**src/sv/assert_macros.svh**
```systemverilog
// Assertion macros shared by the servo bus packet engine RTL.
// No dependencies; each module that checks itself includes this file.
`ifndef ASSERT_MACROS_SVH
`define ASSERT_MACROS_SVH
`ifndef SYNTHESIS
// Property must hold at every clock edge outside reset.
`define SBPE_ASSERT(label, clk, rst_n, prop) \
    label: assert property (@(posedge clk) disable iff (!rst_n) prop) \
        else $error("sbpe: assertion failed");
// Condition must never be true outside reset.
`define SBPE_NEVER(label, clk, rst_n, cond) \
    label: assert property (@(posedge clk) disable iff (!rst_n) !(cond)) \
        else $error("sbpe: forbidden condition seen");
`else
`define SBPE_ASSERT(label, clk, rst_n, prop)
`define SBPE_NEVER(label, clk, rst_n, cond)
`endif
`endif

```
**src/sv/sbpe_pkg.sv**
```systemverilog
// Types and constants of the servo bus packet engine.
// No dependencies; imported by every module of the block.
package sbpe_pkg;

    localparam logic [2:0] CMD_PING       = 3'd0;
    localparam logic [2:0] CMD_ACTION     = 3'd1;
    localparam logic [2:0] CMD_WRITE_BYTE = 3'd2;
    localparam logic [2:0] CMD_WRITE_WORD = 3'd3;
    localparam logic [2:0] CMD_READ_BYTE  = 3'd4;
    localparam logic [2:0] CMD_READ_WORD  = 3'd5;
    localparam logic [2:0] CMD_RX_BYTE    = 3'd6;
    localparam logic [2:0] CMD_TICK       = 3'd7;

    localparam logic [1:0] REG_PING   = 2'd0;
    localparam logic [1:0] REG_ACTION = 2'd1;
    localparam logic [1:0] REG_WRITE  = 2'd2;
    localparam logic [1:0] REG_READ   = 2'd3;

    localparam logic [7:0] PING_OP_RST   = 8'd1;
    localparam logic [7:0] ACTION_OP_RST = 8'd5;
    localparam logic [7:0] WRITE_OP_RST  = 8'd3;
    localparam logic [7:0] READ_OP_RST   = 8'd2;

    localparam logic [7:0] HDR_BYTE    = 8'hFF;
    localparam logic [7:0] REPLY_MARK  = 8'hF5;
    localparam logic [15:0] ERR_MAX    = 16'hFFFF;

    typedef enum logic [1:0] {
        PH_IDLE  = 2'd0,
        PH_ECHO  = 2'd1,
        PH_REPLY = 2'd2
    } t_phase;

    typedef enum logic [1:0] {
        KIND_PING  = 2'd0,
        KIND_RBYTE = 2'd1,
        KIND_RWORD = 2'd2,
        KIND_NONE  = 2'd3
    } t_kind;

    typedef struct packed {
        logic [2:0]  cmd;
        logic [7:0]  servo_id;
        logic [7:0]  reg_address;
        logic [15:0] write_data;
        logic [7:0]  line_byte;
    } t_in;

    typedef struct packed {
        logic [7:0]  tx_byte;
        logic        tx_valid;
        logic        last;
        logic        resp_done;
        logic        resp_ok;
        logic [15:0] resp_value;
        logic [15:0] errors_seen;
    } t_out;

    typedef struct packed {
        logic [7:0] ping_op;
        logic [7:0] action_op;
        logic [7:0] write_op;
        logic [7:0] read_op;
    } t_cfg;

    // One unit of work for the transmit side: a whole frame or one reply report.
    typedef struct packed {
        logic            is_reply;
        logic [3:0]      last_idx;
        logic [6:0][7:0] body;
        logic            ok;
        logic [15:0]     value;
        logic [15:0]     errors;
    } t_work;

    typedef struct packed {
        logic full;
        logic empty;
    } t_q_stat;

endpackage

```
**src/sv/sbpe_front.sv**
```systemverilog
// Front end: accepts items, runs the frame/echo/reply protocol state and
// queues work for the back end. Depends on sbpe_pkg and assert_macros.svh.
`include "assert_macros.svh"
module sbpe_front
    import sbpe_pkg::*;
#(
    parameter int REPLY_MAX = 8
) (
    input  logic    i_clk,
    input  logic    i_rst_n,
    input  logic    i_in_valid,
    input  t_in     i_in_data,
    input  t_cfg    i_cfg,
    input  t_q_stat i_q_stat,
    output logic    o_push,
    output t_work   o_work
);

    localparam int IDX_W = (REPLY_MAX > 1) ? $clog2(REPLY_MAX) : 1;
    localparam logic [4:0] RMAX = 5'(REPLY_MAX);

    t_phase      r_phase, n_phase;
    t_kind       r_kind, n_kind;
    logic [3:0]  r_echo, n_echo;
    logic [3:0]  r_expected, n_expected;
    logic [3:0]  r_count, n_count;
    logic [3:0]  r_ticks, n_ticks;
    logic [7:0]  r_pid, n_pid;
    logic [15:0] r_err, n_err;
    logic [7:0]  r_bytes [REPLY_MAX];

    logic        acc;
    logic        rx_reply;
    logic [3:0]  fin_count;
    logic [7:0]  rb [7];
    logic [1:0]  rn;
    logic        fin_ok;
    logic [15:0] fin_value;
    logic [15:0] fin_err;

    // Frame assembly signals.
    logic [1:0]  np;
    logic [7:0]  instr;
    t_kind       cmd_kind;
    logic [7:0]  pl0, pl1, pl2;
    logic [7:0]  len_byte;
    logic [7:0]  sum;
    logic [7:0]  chk;

    assign acc      = i_in_valid && !i_q_stat.full;
    assign rx_reply = acc && (i_in_data.cmd == CMD_RX_BYTE) && (r_phase == PH_REPLY);

    // Frame contents for the six command codes.
    always_comb begin
        np       = 2'd0;
        instr    = i_cfg.ping_op;
        cmd_kind = KIND_PING;
        pl0      = 8'h00;
        pl1      = 8'h00;
        pl2      = 8'h00;
        unique case (i_in_data.cmd)
            CMD_PING: begin
                instr = i_cfg.ping_op;
            end
            CMD_ACTION: begin
                instr    = i_cfg.action_op;
                cmd_kind = KIND_NONE;
            end
            CMD_WRITE_BYTE: begin
                instr    = i_cfg.write_op;
                cmd_kind = KIND_NONE;
                np       = 2'd2;
                pl0      = i_in_data.reg_address;
                pl1      = i_in_data.write_data[7:0];
            end
            CMD_WRITE_WORD: begin
                instr    = i_cfg.write_op;
                cmd_kind = KIND_NONE;
                np       = 2'd3;
                pl0      = i_in_data.reg_address;
                pl1      = i_in_data.write_data[15:8];
                pl2      = i_in_data.write_data[7:0];
            end
            CMD_READ_BYTE: begin
                instr    = i_cfg.read_op;
                cmd_kind = KIND_RBYTE;
                np       = 2'd2;
                pl0      = i_in_data.reg_address;
                pl1      = 8'd1;
            end
            CMD_READ_WORD: begin
                instr    = i_cfg.read_op;
                cmd_kind = KIND_RWORD;
                np       = 2'd2;
                pl0      = i_in_data.reg_address;
                pl1      = 8'd2;
            end
            CMD_RX_BYTE, CMD_TICK: begin
                instr = i_cfg.ping_op;
            end
            default: begin
                instr = i_cfg.ping_op;
            end
        endcase
    end

    assign len_byte = 8'(np) + 8'd2;
    assign sum      = i_in_data.servo_id + len_byte + instr + pl0 + pl1 + pl2;
    assign chk      = ~sum;

    // Reply bytes as seen after this item, including one arriving now.
    assign fin_count = rx_reply ? (r_count + 4'd1) : r_count;

    for (genvar g = 0; g < 7; g++) begin : g_rb
        if (g < REPLY_MAX) begin : g_stored
            assign rb[g] = (4'(g) >= fin_count) ? 8'h00 :
                           (rx_reply && (r_count == 4'(g))) ? i_in_data.line_byte :
                           r_bytes[g];
        end else begin : g_absent
            assign rb[g] = 8'h00;
        end
    end

    assign rn = (r_kind == KIND_RWORD) ? 2'd2 : ((r_kind == KIND_RBYTE) ? 2'd1 : 2'd0);

    assign fin_ok = (fin_count == r_expected) && (rb[0] == HDR_BYTE) &&
                    (rb[1] == REPLY_MARK) && (rb[2] == r_pid) &&
                    (rb[3] == (8'(rn) + 8'd2));

    always_comb begin
        fin_value = 16'h0000;
        if (fin_ok) begin
            case (r_kind)
                KIND_PING:  fin_value = {8'h00, rb[4]};
                KIND_RBYTE: fin_value = {8'h00, rb[5]};
                default:    fin_value = {rb[5], rb[6]};
            endcase
        end
    end

    assign fin_err = (!fin_ok && (r_err != ERR_MAX)) ? (r_err + 16'd1) : r_err;

    // Protocol state and work generation.
    always_comb begin
        n_phase    = r_phase;
        n_kind     = r_kind;
        n_echo     = r_echo;
        n_expected = r_expected;
        n_count    = r_count;
        n_ticks    = r_ticks;
        n_pid      = r_pid;
        n_err      = r_err;
        o_push     = 1'b0;
        o_work     = '0;
        if (acc) begin
            unique case (i_in_data.cmd)
                CMD_PING, CMD_ACTION, CMD_WRITE_BYTE, CMD_WRITE_WORD,
                CMD_READ_BYTE, CMD_READ_WORD: begin
                    if (r_phase == PH_IDLE) begin
                        o_push          = 1'b1;
                        o_work.is_reply = 1'b0;
                        o_work.last_idx = 4'd5 + 4'(np);
                        o_work.body[0]  = i_in_data.servo_id;
                        o_work.body[1]  = len_byte;
                        o_work.body[2]  = instr;
                        o_work.body[3]  = (np == 2'd0) ? chk : pl0;
                        o_work.body[4]  = pl1;
                        o_work.body[5]  = (np == 2'd2) ? chk : pl2;
                        o_work.body[6]  = chk;
                        o_work.errors   = r_err;
                        n_phase = PH_ECHO;
                        n_echo  = 4'd6 + 4'(np);
                        n_pid   = i_in_data.servo_id;
                        n_kind  = cmd_kind;
                    end
                end
                CMD_RX_BYTE: begin
                    if (r_phase == PH_ECHO) begin
                        n_echo = r_echo - 4'd1;
                        if (r_echo == 4'd1) begin
                            if (r_kind == KIND_NONE) begin
                                n_phase = PH_IDLE;
                            end else begin
                                n_phase    = PH_REPLY;
                                n_expected = (r_kind == KIND_RWORD) ? 4'd8 :
                                             ((r_kind == KIND_RBYTE) ? 4'd7 : 4'd6);
                                n_count    = 4'd0;
                                n_ticks    = 4'd0;
                            end
                        end
                    end else if (r_phase == PH_REPLY) begin
                        n_count = fin_count;
                        if (fin_count >= r_expected) begin
                            n_phase = PH_IDLE;
                            n_err   = fin_err;
                            o_push  = 1'b1;
                        end
                    end
                end
                CMD_TICK: begin
                    if (r_phase == PH_REPLY) begin
                        n_ticks = r_ticks + 4'd1;
                        if ((r_ticks + 4'd1) >= r_expected) begin
                            n_phase = PH_IDLE;
                            n_err   = fin_err;
                            o_push  = 1'b1;
                        end
                    end
                end
                default: begin
                    n_phase = r_phase;
                end
            endcase
            if (o_push && (n_phase == PH_IDLE) && (r_phase == PH_REPLY)) begin
                o_work.is_reply = 1'b1;
                o_work.ok       = fin_ok;
                o_work.value    = fin_value;
                o_work.errors   = fin_err;
            end
        end
    end

    always_ff @(posedge i_clk) begin
        if (!i_rst_n) begin
            r_phase    <= PH_IDLE;
            r_kind     <= KIND_PING;
            r_echo     <= 4'd0;
            r_expected <= 4'd0;
            r_count    <= 4'd0;
            r_ticks    <= 4'd0;
            r_pid      <= 8'h00;
            r_err      <= 16'h0000;
        end else begin
            r_phase    <= n_phase;
            r_kind     <= n_kind;
            r_echo     <= n_echo;
            r_expected <= n_expected;
            r_count    <= n_count;
            r_ticks    <= n_ticks;
            r_pid      <= n_pid;
            r_err      <= n_err;
        end
    end

    // Reply storage; entries at or beyond the byte count read as zero.
    always_ff @(posedge i_clk) begin
        if (rx_reply && ({1'b0, r_count} < RMAX)) begin
            r_bytes[r_count[IDX_W-1:0]] <= i_in_data.line_byte;
        end
    end

    `SBPE_ASSERT(a_reply_has_kind, i_clk, i_rst_n, (r_phase == PH_REPLY) |-> (r_kind != KIND_NONE))
    `SBPE_ASSERT(a_reply_bounds, i_clk, i_rst_n, (r_phase == PH_REPLY) |-> ((r_ticks < r_expected) && (r_count < r_expected)))
    `SBPE_ASSERT(a_echo_pending, i_clk, i_rst_n, (r_phase == PH_ECHO) |-> (r_echo != 4'd0))
    `SBPE_NEVER(a_push_full, i_clk, i_rst_n, o_push && i_q_stat.full)

endmodule

```
**src/sv/sbpe_queue.sv**
```systemverilog
// Short work queue between the front and back ends of the packet engine.
// Depends on sbpe_pkg.
module sbpe_queue
    import sbpe_pkg::*;
#(
    parameter int DEPTH = 2
) (
    input  logic    i_clk,
    input  logic    i_rst_n,
    input  logic    i_push,
    input  t_work   i_work,
    input  logic    i_pop,
    output t_work   o_head,
    output t_q_stat o_stat
);

    localparam int PW = (DEPTH > 1) ? $clog2(DEPTH) : 1;
    localparam int CW = $clog2(DEPTH + 1);
    localparam logic [PW-1:0] PTR_LAST = PW'(DEPTH - 1);
    localparam logic [CW-1:0] CNT_FULL = CW'(DEPTH);

    t_work         r_mem [DEPTH];
    logic [PW-1:0] r_wr, r_rd;
    logic [CW-1:0] r_cnt;

    assign o_head       = r_mem[r_rd];
    assign o_stat.full  = (r_cnt == CNT_FULL);
    assign o_stat.empty = (r_cnt == '0);

    always_ff @(posedge i_clk) begin
        if (!i_rst_n) begin
            r_wr  <= '0;
            r_rd  <= '0;
            r_cnt <= '0;
        end else begin
            if (i_push) begin
                r_wr <= (r_wr == PTR_LAST) ? '0 : (r_wr + PW'(1));
            end
            if (i_pop) begin
                r_rd <= (r_rd == PTR_LAST) ? '0 : (r_rd + PW'(1));
            end
            if (i_push && !i_pop) begin
                r_cnt <= r_cnt + CW'(1);
            end else if (i_pop && !i_push) begin
                r_cnt <= r_cnt - CW'(1);
            end
        end
    end

    always_ff @(posedge i_clk) begin
        if (i_push) begin
            r_mem[r_wr] <= i_work;
        end
    end

endmodule

```
**src/sv/sbpe_back.sv**
```systemverilog
// Back end: expands queued work into result items, one per cycle while the output
// is not stalled, through an output register. Depends on sbpe_pkg and assert_macros.svh.
`include "assert_macros.svh"
module sbpe_back
    import sbpe_pkg::*;
(
    input  logic    i_clk,
    input  logic    i_rst_n,
    input  t_work   i_head,
    input  t_q_stat i_q_stat,
    output logic    o_pop,
    output logic    o_out_valid,
    output t_out    o_out_data,
    input  logic    i_out_stall
);

    logic       r_valid;
    t_out       r_data, n_data;
    logic [3:0] r_idx;
    logic       ld;
    logic       has;
    logic [2:0] bsel;

    assign ld   = !r_valid || !i_out_stall;
    assign has  = !i_q_stat.empty;
    assign bsel = 3'(r_idx - 4'd2);

    always_comb begin
        n_data             = '0;
        n_data.errors_seen = i_head.errors;
        if (i_head.is_reply) begin
            n_data.last       = 1'b1;
            n_data.resp_done  = 1'b1;
            n_data.resp_ok    = i_head.ok;
            n_data.resp_value = i_head.value;
        end else begin
            n_data.tx_valid = 1'b1;
            n_data.tx_byte  = (r_idx < 4'd2) ? HDR_BYTE : i_head.body[bsel];
            n_data.last     = (r_idx == i_head.last_idx);
        end
    end

    assign o_pop = ld && has && (i_head.is_reply || (r_idx == i_head.last_idx));

    always_ff @(posedge i_clk) begin
        if (!i_rst_n) begin
            r_valid <= 1'b0;
            r_idx   <= 4'd0;
        end else if (ld) begin
            r_valid <= has;
            if (o_pop) begin
                r_idx <= 4'd0;
            end else if (has) begin
                r_idx <= r_idx + 4'd1;
            end
        end
    end

    always_ff @(posedge i_clk) begin
        if (ld && has) begin
            r_data <= n_data;
        end
    end

    assign o_out_valid = r_valid;
    assign o_out_data  = r_data;

    `SBPE_ASSERT(a_idx_in_frame, i_clk, i_rst_n, (r_idx != 4'd0) |-> (has && !i_head.is_reply && (r_idx <= i_head.last_idx)))

endmodule

```
**src/sv/servo_bus_packet_engine_top.sv**
```systemverilog
// The first result of an item passes through the work queue and the back end's output register.
// Throughput: a command yields 6 to 9 frame bytes, one per cycle from the back end unless
// the output stalls; rx byte and tick items are taken one per cycle while the 2-entry
// work queue has room. A reply report is a single result item at the back end.
// Reset: i_rst_n is synchronous, active low; it clears all control state and
// restores the opcode registers to ping 1, action 5, write 3, read 2.
//
// Holds the APB opcode registers and joins the front end, work queue and back end.
// Depends on sbpe_pkg, sbpe_front, sbpe_queue and sbpe_back.
module servo_bus_packet_engine_top
    import sbpe_pkg::*;
#(
    parameter int REPLY_MAX   = 8,
    parameter int QUEUE_DEPTH = 2
) (
    input  logic        i_clk,
    input  logic        i_rst_n,
    // Input items.
    input  logic        i_in_valid,
    output logic        o_in_stall,
    input  t_in         i_in_data,
    // Result items.
    output logic        o_out_valid,
    input  logic        i_out_stall,
    output t_out        o_out_data,
    // Configuration port.
    input  logic        psel,
    input  logic        penable,
    input  logic        pwrite,
    input  logic [3:0]  paddr,
    input  logic [31:0] pwdata,
    output logic [31:0] prdata,
    output logic        pready
);

    // The four opcode registers sit at byte addresses 0, 4, 8 and 12. The user
    // must change them only while the engine is idle; the block does not enforce
    // this. The front end reads them directly when it frames a command.
    t_cfg    r_cfg;
    t_work   front_work;
    t_work   q_head;
    t_q_stat q_stat;
    logic    front_push;
    logic    back_pop;

    assign pready = 1'b1;

    always_ff @(posedge i_clk) begin
        if (!i_rst_n) begin
            r_cfg.ping_op   <= PING_OP_RST;
            r_cfg.action_op <= ACTION_OP_RST;
            r_cfg.write_op  <= WRITE_OP_RST;
            r_cfg.read_op   <= READ_OP_RST;
        end else if (psel && penable && pwrite) begin
            unique case (paddr[3:2])
                REG_PING:   r_cfg.ping_op   <= pwdata[7:0];
                REG_ACTION: r_cfg.action_op <= pwdata[7:0];
                REG_WRITE:  r_cfg.write_op  <= pwdata[7:0];
                REG_READ:   r_cfg.read_op   <= pwdata[7:0];
                default:    r_cfg.ping_op   <= r_cfg.ping_op;
            endcase
        end
    end

    always_comb begin
        unique case (paddr[3:2])
            REG_PING:   prdata = {24'h0, r_cfg.ping_op};
            REG_ACTION: prdata = {24'h0, r_cfg.action_op};
            REG_WRITE:  prdata = {24'h0, r_cfg.write_op};
            REG_READ:   prdata = {24'h0, r_cfg.read_op};
            default:    prdata = 32'h0;
        endcase
    end

    // The front end takes an item whenever the work queue has room, so an
    // item is held off only while the queue is full of work the back end has not yet drained.
    assign o_in_stall = q_stat.full;

    // Front end: tracks idle, echo and reply phases, frames commands,
    // counts off the echo, gathers and judges replies, and keeps the
    // saturating error count. Each item that yields results pushes one
    // entry of work.
    sbpe_front #(
        .REPLY_MAX (REPLY_MAX)
    ) u_front (
        .i_clk      (i_clk),
        .i_rst_n    (i_rst_n),
        .i_in_valid (i_in_valid),
        .i_in_data  (i_in_data),
        .i_cfg      (r_cfg),
        .i_q_stat   (q_stat),
        .o_push     (front_push),
        .o_work     (front_work)
    );

    // The queue lets a new command be framed while the previous frame is
    // still going out, and absorbs stalls on the result side.
    sbpe_queue #(
        .DEPTH (QUEUE_DEPTH)
    ) u_queue (
        .i_clk   (i_clk),
        .i_rst_n (i_rst_n),
        .i_push  (front_push),
        .i_work  (front_work),
        .i_pop   (back_pop),
        .o_head  (q_head),
        .o_stat  (q_stat)
    );

    // Back end: walks each frame one byte per cycle into the output
    // register while the output is not stalled, or emits the single reply report.
    sbpe_back u_back (
        .i_clk       (i_clk),
        .i_rst_n     (i_rst_n),
        .i_head      (q_head),
        .i_q_stat    (q_stat),
        .o_pop       (back_pop),
        .o_out_valid (o_out_valid),
        .o_out_data  (o_out_data),
        .i_out_stall (i_out_stall)
    );

endmodule

```
**config.mk**
```make
export PLATFORM = sky130hd
export DESIGN_NAME = servo_bus_packet_engine_top
export DESIGN_NICKNAME = d
export VERILOG_FILES = /design/src/sv/sbpe_pkg.sv /design/src/sv/sbpe_front.sv /design/src/sv/sbpe_queue.sv /design/src/sv/sbpe_back.sv /design/src/sv/servo_bus_packet_engine_top.sv
export VERILOG_INCLUDE_DIRS = /design/src /design/src/sv
export SDC_FILE = /design/constraint.sdc
export NUM_CORES = 1
export LEC_CHECK = 0
export BUFFER_PORTS_ARGS = -buffer_cell sky130_fd_sc_hd__buf_4
export CORE_MARGIN = 2
export CORE_UTILIZATION = 50
export DETAILED_ROUTE_END_ITERATION = 8
export GPL_TIMING_DRIVEN = 0
export PLACE_DENSITY = 0.71
export REMOVE_ABC_BUFFERS = 1
export SYNTH_ARGS = -nofsm -noshare
export SYNTH_HDL_FRONTEND = slang
export SYNTH_HIERARCHICAL = 1
export SYNTH_SLANG_ARGS = --single-unit
```
**constraint.sdc**
```tcl
create_clock -name i_clk -period 7.7 [get_ports i_clk]
set_input_delay 0.385 -clock i_clk [delete_from_list [all_inputs] [get_ports i_clk]]
set_output_delay 0.385 -clock i_clk [all_outputs]
set_load 0.005 [all_outputs]
```
# After elaboration in Yosys (flattened, before gate mapping)
# Memories as Yosys holds them, arrays and structs flattened. A register that Yosys moved wholly into a read port is not among the register bits.
# Index checks and enable logic that the tools add are counted.
classes:
  addsub: 19
  mul: 0
  n_div: 0
  order_cmp: 12
  eq_ne: 43
  n_shift: 0
  n_mux: 90
  n_bitwise: 2
  reduce_logical: 63
op_table:
  columns: ["operator", "n"]
  rows:
  - ["8-bit 2-to-1 mux", 20]
  - ["16-bit 2-to-1 mux", 9]
  - ["32-bit one-hot mux with 4 select lines", 1]
  - ["94-bit 2-to-1 mux", 1]
  - ["16-bit one-hot mux with 2 select lines", 2]
  - ["8-bit one-hot mux with 4 select lines", 2]
  - ["61-bit 2-to-1 mux", 1]
  - ["60-bit 2-to-1 mux", 1]
  - ["4-bit 2-to-1 mux", 12]
  - ["8-bit adder", 5]
  - ["33-bit 2-to-1 mux", 1]
  - ["8-bit binary-select mux with 3-bit select", 1]
  - ["1-bit logical AND", 24]
  - ["2-bit 2-to-1 mux", 12]
  - ["1-bit 2-to-1 mux", 20]
  - ["18-bit 2-to-1 mux", 1]
  - ["2-bit inequality test (second input constant)", 9]
  - ["16-bit by 1-bit adder with 16-bit output (second input constant)", 1]
  - ["8-bit == test", 2]
  - ["8-bit == test (second input constant)", 2]
  - ["16-bit inequality test (second input constant)", 1]
  - ["4-bit one-hot mux with 2 select lines", 2]
  - ["2-bit == test (second input constant)", 7]
  - ["4-bit by 1-bit adder with 4-bit output (second input constant)", 3]
  - ["44 further kinds", 89]
word_totals:
  reg_bits: 129
  latchBits: 0
  mem_bits_rw: 252
  mem_bits_ro: 0
  in_bits: 86
  output_inout_bits: 79
  wordCells: 255
  mem_count: 2
mem_list:
  columns: ["name", "words", "width", "rd", "rd_ports_with_merged_regs", "wr", "line", "text"]
  rows:
  - ["u_queue.r_mem", 2, 94, 1, 1, 1, "sbpe_queue.sv:22", "t_work r_mem [DEPTH];"]
  - ["u_front.r_bytes", 8, 8, 7, 0, 1, "sbpe_front.sv:30", "logic [7:0] r_bytes [REPLY_MAX];"]

# Depth between registers and ports, before layout
# Gate-level depths: netlist of the first run.
depth:
  ltp_word: 20
  depth_mapped: 22
  ltp_nobuf: 19

# By module
# Netlist of the first run, hierarchy kept.
by_module_without_submodules:
  columns: ["module", "n_inst", "cells_each", "area_each_um2"]
  rows:
  - ["sbpe_front", 1, 946, 8161.6]
  - ["sbpe_queue", 1, 314, 7010.5]
  - ["sbpe_back", 1, 166, 2319.7]
  - ["servo_bus_packet_engine_top", 1, 158, 1637.8]

# Worst setup path after synthesis of the first run
# Ideal clock, no wire load.
synth_timing:
  kind: "input to register"
  start: "input port i_in_data[40] (netlist bit)"
  end: "memory u_queue/r_mem[0][0] (netlist bit), enable pin"
  setup_ns: 0.559
  arrival_time_ns: 6.812
  required_time_ns: 7.141
  path_slack_ns: 0.329
  path_stages: 13
  path_buffers: 2
  path_cell_list: "buf_2 -> nand3b_1 -> buf_2 -> nor3_1 -> xnor2_1 -> ha_1 -> nand2b_1 -> a21o_1 -> a21o_1 -> a21o_1 -> nand3_1 -> a31oi_1 -> nor2b_1"
synth_between:
  elab_chain_len: 13
  word_cells_on_any_way: 21
  cone_classes: "order compare (1); eq/ne (7); mux (9); reduce/logical (4)"
synth_rtl:
  columns: ["item", "line", "text"]
  rows:
  - ["from (decl)", "servo_bus_packet_engine_top.sv:21", "input t_in i_in_data,"]
  - ["3-bit == test", "sbpe_front.sv:51, sbpe_front.sv:156", null]
  - ["1-bit logical AND (2 in series)", "sbpe_front.sv:51", "assign rx_reply = acc && (i_in_data.cmd == CMD_RX_BYTE) && (r_phase == PH_REPLY);"]
  - ["4-bit 2-to-1 mux", "sbpe_front.sv:112", "assign fin_count = rx_reply ? (r_count + 4'd1) : r_count;"]
  - ["4-bit greater-or-equal comparator", "sbpe_front.sv:193", "if (fin_count >= r_expected) begin"]
  - ["1-bit 2-to-1 mux", "sbpe_front.sv:193", null]
  - ["1-bit 2-to-1 mux", "sbpe_front.sv:191", "end else if (r_phase == PH_REPLY) begin"]
  - ["1-bit 2-to-1 mux", "sbpe_front.sv:178", "if (r_phase == PH_ECHO) begin"]
  - ["1-bit one-hot mux with 3 select lines *", "sbpe_front.sv:156", "unique case (i_in_data.cmd)"]
  - ["1-bit 2-to-1 mux * (2 in series)", "sbpe_front.sv:155", "if (acc) begin"]
  - ["net front_push", "servo_bus_packet_engine_top.sv:43", "logic front_push;"]
  - ["1-bit 2-to-1 mux *", "sbpe_queue.sv:51", "if (i_push) begin"]
  - ["1-bit 2-to-1 mux (implied by the code) *", "sbpe_queue.sv:52", "r_mem[r_wr] <= i_work;"]
  - ["to (decl)", "sbpe_queue.sv:22", null]
# Mark *: on every way through the listed nets, which the timed path passes. The rest lies on a longest branch. The select of a mux whose other input is x is not followed.

==> impl_metrics.py, run 1 <==
metrics = {
    "power_and_ir_drop": {
        "leakagePower_nw": 7.89,
        "peakVddDrop_mv": 0.185,
        "power_per_cell_area_mw_per_mm2": 277,
    },
    "yosys": {
        "ys.flop_type": "edfxtp_1",
        "syn_inst": 1584,
        "synth_cell_types": 85,
        "ys_seq_elements": 373,
        "yosysTopAreaCell": "edfxtp_1",
        "async_flop_share": 0,
        "synth.avg_cell_area_um2": 12.1,
        "yosysSeqAreaShare": 0.541,
        "netlist.area_leader.share": 0.452,
        "syn-cell-area_mm2": 0.0191,
        "synth_edf_count": 288,
        "synth_area_leaders": "edfxtp_1, dfxtp_1, mux2_2",
        "yosysWarnings": 6,
    },
    "global_routing": {
        "track_usage": 0.216,
        "antenna_found_initial": 0,
        "grt_pass1_wl_mm": 67.4,
        "grt_max_degree": 101,
        "grt_pass1_vias": 12300,
        "grt-ovfl-total": 0,
    },
    "setup_path": {
        "cp-end-kind": "flip-flop",
        "worst_ep_arrival_time_ps": 6300,
        "cp.required_ps": 7970,
        "r2r_slack_ps": 2240,
        "cp-start-kind": "input pin",
        "r2r_cells": 15,
        "rr_startpoint": "u_queue/r_cnt[1]",
        "crit_fanout": 38,
        "worstSetupPathType": "in -> reg",
        "worstReg2RegEnd": "u_queue/r_mem[0][28]",
    },
    "clock_network": {
        "cts_made_buffers": 40,
        "ctsResizeCount": 0,
        "cts-hold-fix-buffers": 0,
        "numClockSinks": 373,
        "cts_tree": "built",
        "clock_latency_ps": 540,
        "clkSlewWorstSetupHoldPaths_ps": 60,
        "clockBufferDepth": 3,
        "cts-root-buf": "clkbuf_16",
        "cts_setup_buffers": 0,
        "htree_levels": 2,
    },
    "routing": {
        "antenna_left": 0,
        "drc": 0,
        "vias": 12600,
        "wl_per_cell_um": 19.4,
        "vias_per_cell": 5.71,
        "routed_wl_mm": 42.7,
        "drt-initial-drc-count": 971,
        "drt_pre_antenna_iters": 5,
    },
    "die": {
        "boundaryPins": 165,
        "initial_core_util": 0.508,
        "core_mm2": 0.0377,
        "die_h_um": 200,
        "die_w_um": 200,
        "die-area_mm2": 0.0398,
        "rows": 71,
    },
    "placed_design": {
        "port_buffers": 113,
        "pre_cts_ws_ps": 1290,
        "globalplace.congestion": 0.925,
        "dp_hpwl_mm": 28.4,
    },
    "timing": {
        "fin_ws_ps": 1670,
        "slew_viol_final": 0,
        "timing_worst_slew_pin_value_ps": 1340,
        "slew_headroom": 0.108,
        "rsz0062_at_grt": "false",
        "hold_violations": 0,
        "clock_skew_ps": 21.5,
        "setup_viol": 0,
        "fin_crit_sh": 0.783,
        "clock.fmax_mhz": 166,
        "period_minus_slack_ps": 6030,
    },
    "cells_and_area": {
        "finalNetCount": 1810,
        "synthToLayoutAreaGrowth_pct": 12.8,
        "fin_util": 0.573,
        "fill_cells": 3075,
        "drive_gt1_frac": 0.191,
        "diodes": 0,
    },
    "worst_hold_path": {
        "min_path_type": "in -> reg",
        "hp-start": "pwdata[2]",
        "hold_depth": 2,
        "min_to": "r_cfg[18]",
    },
    "run": {
        "cap_violations": 0,
    },
    "status": {
        "outcome": "complete, no violations",
    },
}
logic make-up after synthesis:
logic type / count (synthesis) / share of synthesized area
AO/OA/AOI/OAI: 268 / 0.0986
XOR/XNOR: 32 / 0.0147
adder cells (fa/ha/maj): 61 / 0.0489
buffers and inverters: 183 / 0.0477
flip-flops: 373 / 0.541
multiplexers: 196 / 0.116
other: 3 / 0.000589
AND/OR/NAND/NOR: 468 / 0.133
layer usage:
metal  vias up  share of wire  global-route usage
met2       379           0.47               0.348
met3        54          0.056              0.0285
met1      6203           0.45               0.305
met4         0          0.022              0.0658
li1       5957              -                   -
met5         -              0                   0
synthesized netlist by cell type (all sizes together) (10+ instances only):
library cell,number
a31oi,22
fa,23
nand3,39
and2,71
ha,38
a21boi,20
inv,67
o21a,14
nor3,24
o21ai,36
o22a,16
edfxtp,288
nor2,87
buf,63
xnor2,24
dfxtp,85
a21o,11
or2,16
nand2,95
mux2i,68
a211oi,12
nand4,26
a21oi,42
nor2b,29
nand2b,13
or3,21
a22o,11
clkbuf,52
mux2,120
o211ai,10
a22oi,28
cell type report:
class	count	area [um^2]	share of cell area
clock buffers	52	1100	0.0509
repair buffers	125	1050	0.0488
flip-flops and latches	373	10400	0.480
clock inverters	20	181	0.00841
multi-input cells	1055	7990	0.371
well taps	511	639	0.0296
inverters	68	255	0.0118
layout by cell type (no fill, tap or decap), types with 11 or more instances in the layout:
cell type / count
edfxtp_1: 288
buf_4: 113
mux2_2: 104
nand2_1: 95
nor2_1: 85
dfxtp_1: 83
and2_1: 69
mux2i_1: 68
inv_1: 67
clkbuf_16: 41
a21oi_1: 41
nand3_1: 38
ha_1: 38
o21ai_0: 35
conb_1: 30
nor2b_1: 28
a22oi_1: 28
nand4_1: 25
xnor2_1: 24
nor3_1: 23
fa_1: 23
a31oi_1: 22
or3_1: 21
a21boi_0: 19
mux2_1: 16
o22a_1: 16
o21a_1: 14
nand2b_1: 13
a211oi_1: 12
a21o_1: 11
a22o_1: 11
worst max-delay path, cell delays in order:
cell	delay, ps
buf_4	200
inv_1	80
ha_1	820
nor3_1	1150
a22oi_1	280
fa_1	600
inv_1	50
fa_1	480
inv_1	60
fa_1	530
inv_1	50
ha_1	240
fa_1	420
a21o_1	190
a21oi_1	220
xnor2_1	240
nor2_1	70
o21a_1	200
how the worst max path moves through the flow:
stage	start	to	slack, ps	cells past startpoint
after detailed placement	i_in_data[41]	u_queue/r_mem[0][79]	1290	18
after floorplan	u_front/r_phase[0]	u_queue/r_mem[0][0]	270	13
after CTS	i_in_data[41]	u_queue/r_mem[0][79]	1820	18
final	i_in_data[41]	u_queue/r_mem[0][79]	1670	18
after global placement	u_queue/r_cnt[1]	u_queue/r_mem[0][23]	-2950	12
after global routing	i_in_data[41]	u_queue/r_mem[0][79]	1460	18
sequential cells by signal (all words and copies together), names as in the netlist, named ones only:
signal and flops:
r_cfg 32, u_back/o_out_data 44, u_back/o_out_valid 1, u_back/r_idx 4
u_front/r_bytes 56, u_front/r_count 4, u_front/r_echo 4, u_front/r_err 16
u_front/r_expected 3, u_front/r_kind 2, u_front/r_phase 2, u_front/r_pid 8
u_front/r_ticks 4, u_queue/r_cnt 2, u_queue/r_mem 188, u_queue/r_rd 1
u_queue/r_wr 1
report_power, final:
part | internal (mW) | switching (mW) | total [mW]
Clock | 1.11 | 0.775 | 1.88
Sequential | 2.50 | 0.162 | 2.67
Combinational | 0.708 | 0.725 | 1.43
metrics by stage:
| step | TNS [ps] | hold slack, ps | cells | area [um^2] | power (mW) |
|---|---|---|---|---|---|
| after floorplan | 0 | 444 | 1496 | 18600 | 3.58 |
| after global placement | -279670 | 455 | 2120 | 20100 | 4.13 |
| after detailed placement | 0 | 468 | 2131 | 20300 | 4.14 |
| after CTS | 0 | 62.4 | 2203 | 21600 | 6.03 |
| after global routing | 0 | 63.9 | 2204 | 21600 | 6.25 |
| final | 0 | 84.0 | 2204 | 21600 | 5.98 |
Note: power is estimated with default switching activity, not from simulation.
==> inputs of run 2 (changes only) <==
==> constraint.sdc (replaced) <==
create_clock -name i_clk -period 5.1 [get_ports i_clk]
set_input_delay 0.255 -clock i_clk [delete_from_list [all_inputs] [get_ports i_clk]]
set_output_delay 0.255 -clock i_clk [all_outputs]
set_load 0.005 [all_outputs]
==> run 2 against run 1 <==
  * Register-to-register slack worse by 1900 ps
  * Clock power is 51% higher
  * Clock skew up 0.74 ps
  * Combinational power rose by 52%
  * Worst hold slack got worse by 54 ps
  * Critical path type unchanged
  * Largest cell class unchanged
==> impl_metrics.py, run 2 (synthesis results as in run 1) <==
metrics = {
    "status": {
        "outcome": "complete, no violations",
    },
    "setup_path": {
        "rr_startpoint": "u_front/r_phase[0]",
        "worstReg2RegEnd": "u_queue/r_mem[1][10]",
        "worstSetupPathType": "in -> reg",
        "cp-end-kind": "flip-flop",
        "cp.required_ps": 5370,
        "slowest_stage": "fa_1",
        "critPathTopFamily": "adder cells",
        "slowest_delay_ps": 570,
        "worst_ep_arrival_time_ps": 5230,
        "path_buf_inv": 6,
        "r2r_cells": 16,
        "cp-start-kind": "input pin",
        "crit_fanout": 38,
        "crit_chain": "buf_4, inv_1, ha_4, or3_4, clkinvlp_4, a22oi_1, fa_1, inv_1, fa_1, inv_1, fa_1, inv_1, ha_1, fa_1, a21o_1, a21oi_1, xnor2_1, nor2_1, o21a_1",
        "r2r_slack_ps": 340,
    },
    "clock_network": {
        "clockBufferDepth": 3,
        "clkSlewWorstSetupHoldPaths_ps": 70,
        "cts_made_buffers": 40,
        "numClockSinks": 373,
        "clock_latency_ps": 540,
        "cts-root-buf": "clkbuf_16",
        "cts_tree": "built",
        "htree_levels": 2,
    },
    "cells_and_area": {
        "final_common_cell": "edfxtp_1",
        "drive_gt1_frac": 0.198,
        "final_cell_mix": "edfxtp_1, buf_4, mux2_2, nand2_1, nor2_1",
        "synthToLayoutAreaGrowth_pct": 13.3,
        "fin_area_mm2": 0.0217,
        "largest_reg_flops": 188,
        "fill_cells": 3060,
        "diodes": 0,
        "regMostFlops": "u_queue/r_mem",
        "finalNetCount": 1816,
    },
    "die": {
        "boundaryPins": 165,
        "initial_core_util": 0.508,
        "core_mm2": 0.0377,
        "die_w_um": 200,
        "rows": 71,
        "die-area_mm2": 0.0398,
        "die_h_um": 200,
    },
    "timing": {
        "slew_viol_final": 0,
        "fin_crit_sh": 0.971,
        "clock_skew_ps": 22.2,
        "setup_viol": 0,
        "timing_worst_slew_pin_value_ps": 1020,
        "hold_violations": 0,
        "slew_headroom": 0.315,
        "clock.fmax_mhz": 202,
        "period_minus_slack_ps": 4950,
        "final.setup.tns_ps": 0,
        "rsz0062_at_grt": "false",
    },
    "routing": {
        "drt-initial-drc-count": 856,
        "wl_per_cell_um": 19.3,
        "routed_wl_mm": 42.7,
        "antenna_left": 0,
        "drt_pre_antenna_iters": 5,
        "dr.max_layer_used": "met4",
        "vias": 12600,
        "met2WireLength_mm": 20.2,
        "met1_length_mm": 19.3,
        "drc": 0,
        "wl_met3_mm": 2.32,
        "vias_per_cell": 5.71,
    },
    "global_routing": {
        "grt_pass1_wl_mm": 67.4,
        "grt-ovfl-total": 0,
        "grt_max_degree": 101,
        "grt_pass1_vias": 12400,
        "track_usage": 0.216,
        "antenna_found_initial": 0,
    },
    "placed_design": {
        "port_buffers": 113,
        "dp_hpwl_mm": 28.4,
        "post_dp_cell_area_mm2": 0.0203,
        "globalplace.congestion": 0.925,
    },
    "power_and_ir_drop": {
        "peakVddDrop_mv": 0.279,
        "power_per_cell_area_mw_per_mm2": 417,
        "leakagePower_nw": 7.92,
        "fin_total_pwr_mw": 9.04,
    },
    "run": {
        "cap_violations": 0,
    },
    "worst_hold_path": {
        "hp-start": "i_in_data[6]",
        "min_to": "u_front/r_bytes[2][6]",
        "hold_depth": 1,
        "min_path_type": "in -> reg",
    },
}
run 2: cell count changes in the layout (fill, tap and decap cells not counted), moves of 2 or more:
cell	change
a21oi_2	+2
dlygate4sd3_1	+3
nor3_1	-2
or3_1	-2
or3_4	+2
a21oi_1	-2
nor3_2	+2
buf_4	+3
run 2: power by group:
group / internal [mW] / switching, mW
Sequential: 3.78 / 0.244
Clock: 1.67 / 1.17
Combinational: 1.07 / 1.10
Total: 6.53 / 2.51
run 2: layer usage:
layer | track usage | up-vias
met5 | 0 | -
met4 | 0.0658 | 0
met3 | 0.0285 | 62
met2 | 0.348 | 386
met1 | 0.305 | 6203
li1 | - | 5976
run 2: cell type report:
cell class                 count  area, um^2  area share
clock inverter                20         181     0.00837
multi-input combinational   1055        8040       0.371
timing repair buffer         131        1100      0.0510
clock buffer                  52        1100      0.0506
sequential                   373       10400       0.478
tap                          511         639      0.0295
inverter                      68         259      0.0119
run 2: what timing repair did:
| action | CTS | global route |
|---|---|---|
| gates resized for setup | 6 | 5 |
| setup buffers | 0 | 3 |
| setup endpoints to repair | 52 | 51 |
| hold endpoints to repair | 3 | 0 |
| gates cloned | 0 | 0 |
| hold buffers | 3 | 0 |
run 2: worst max-delay path by stage:
stage / cells after the start / end / slack, ps / startpoint
global route: 19 / u_queue/r_mem[0][79] / 20 / i_in_data[41]
global placement: 12 / u_queue/r_mem[0][23] / -5550 / u_queue/r_cnt[1]
floorplan: 13 / u_queue/r_mem[0][0] / -2330 / u_front/r_phase[0]
detailed placement: 18 / u_queue/r_mem[0][79] / -1180 / i_in_data[41]
CTS: 17 / u_queue/r_mem[1][80] / 80 / i_in_data[42]
finish: 19 / u_queue/r_mem[0][79] / 150 / i_in_data[41]
run 2: metrics by stage:
| stage | hold WS [ps] | cells | util | setup slack (ps) |
|---|---|---|---|---|
| floorplan | 354 | 1496 | - | -2330 |
| global placement | 455 | 2120 | 0.533 | -5550 |
| detailed placement | 468 | 2131 | 0.539 | -1180 |
| CTS | 11.3 | 2206 | 0.574 | 82.9 |
| global route | 21.1 | 2210 | 0.576 | 20.8 |
| finish | 29.6 | 2210 | 0.576 | 148 |
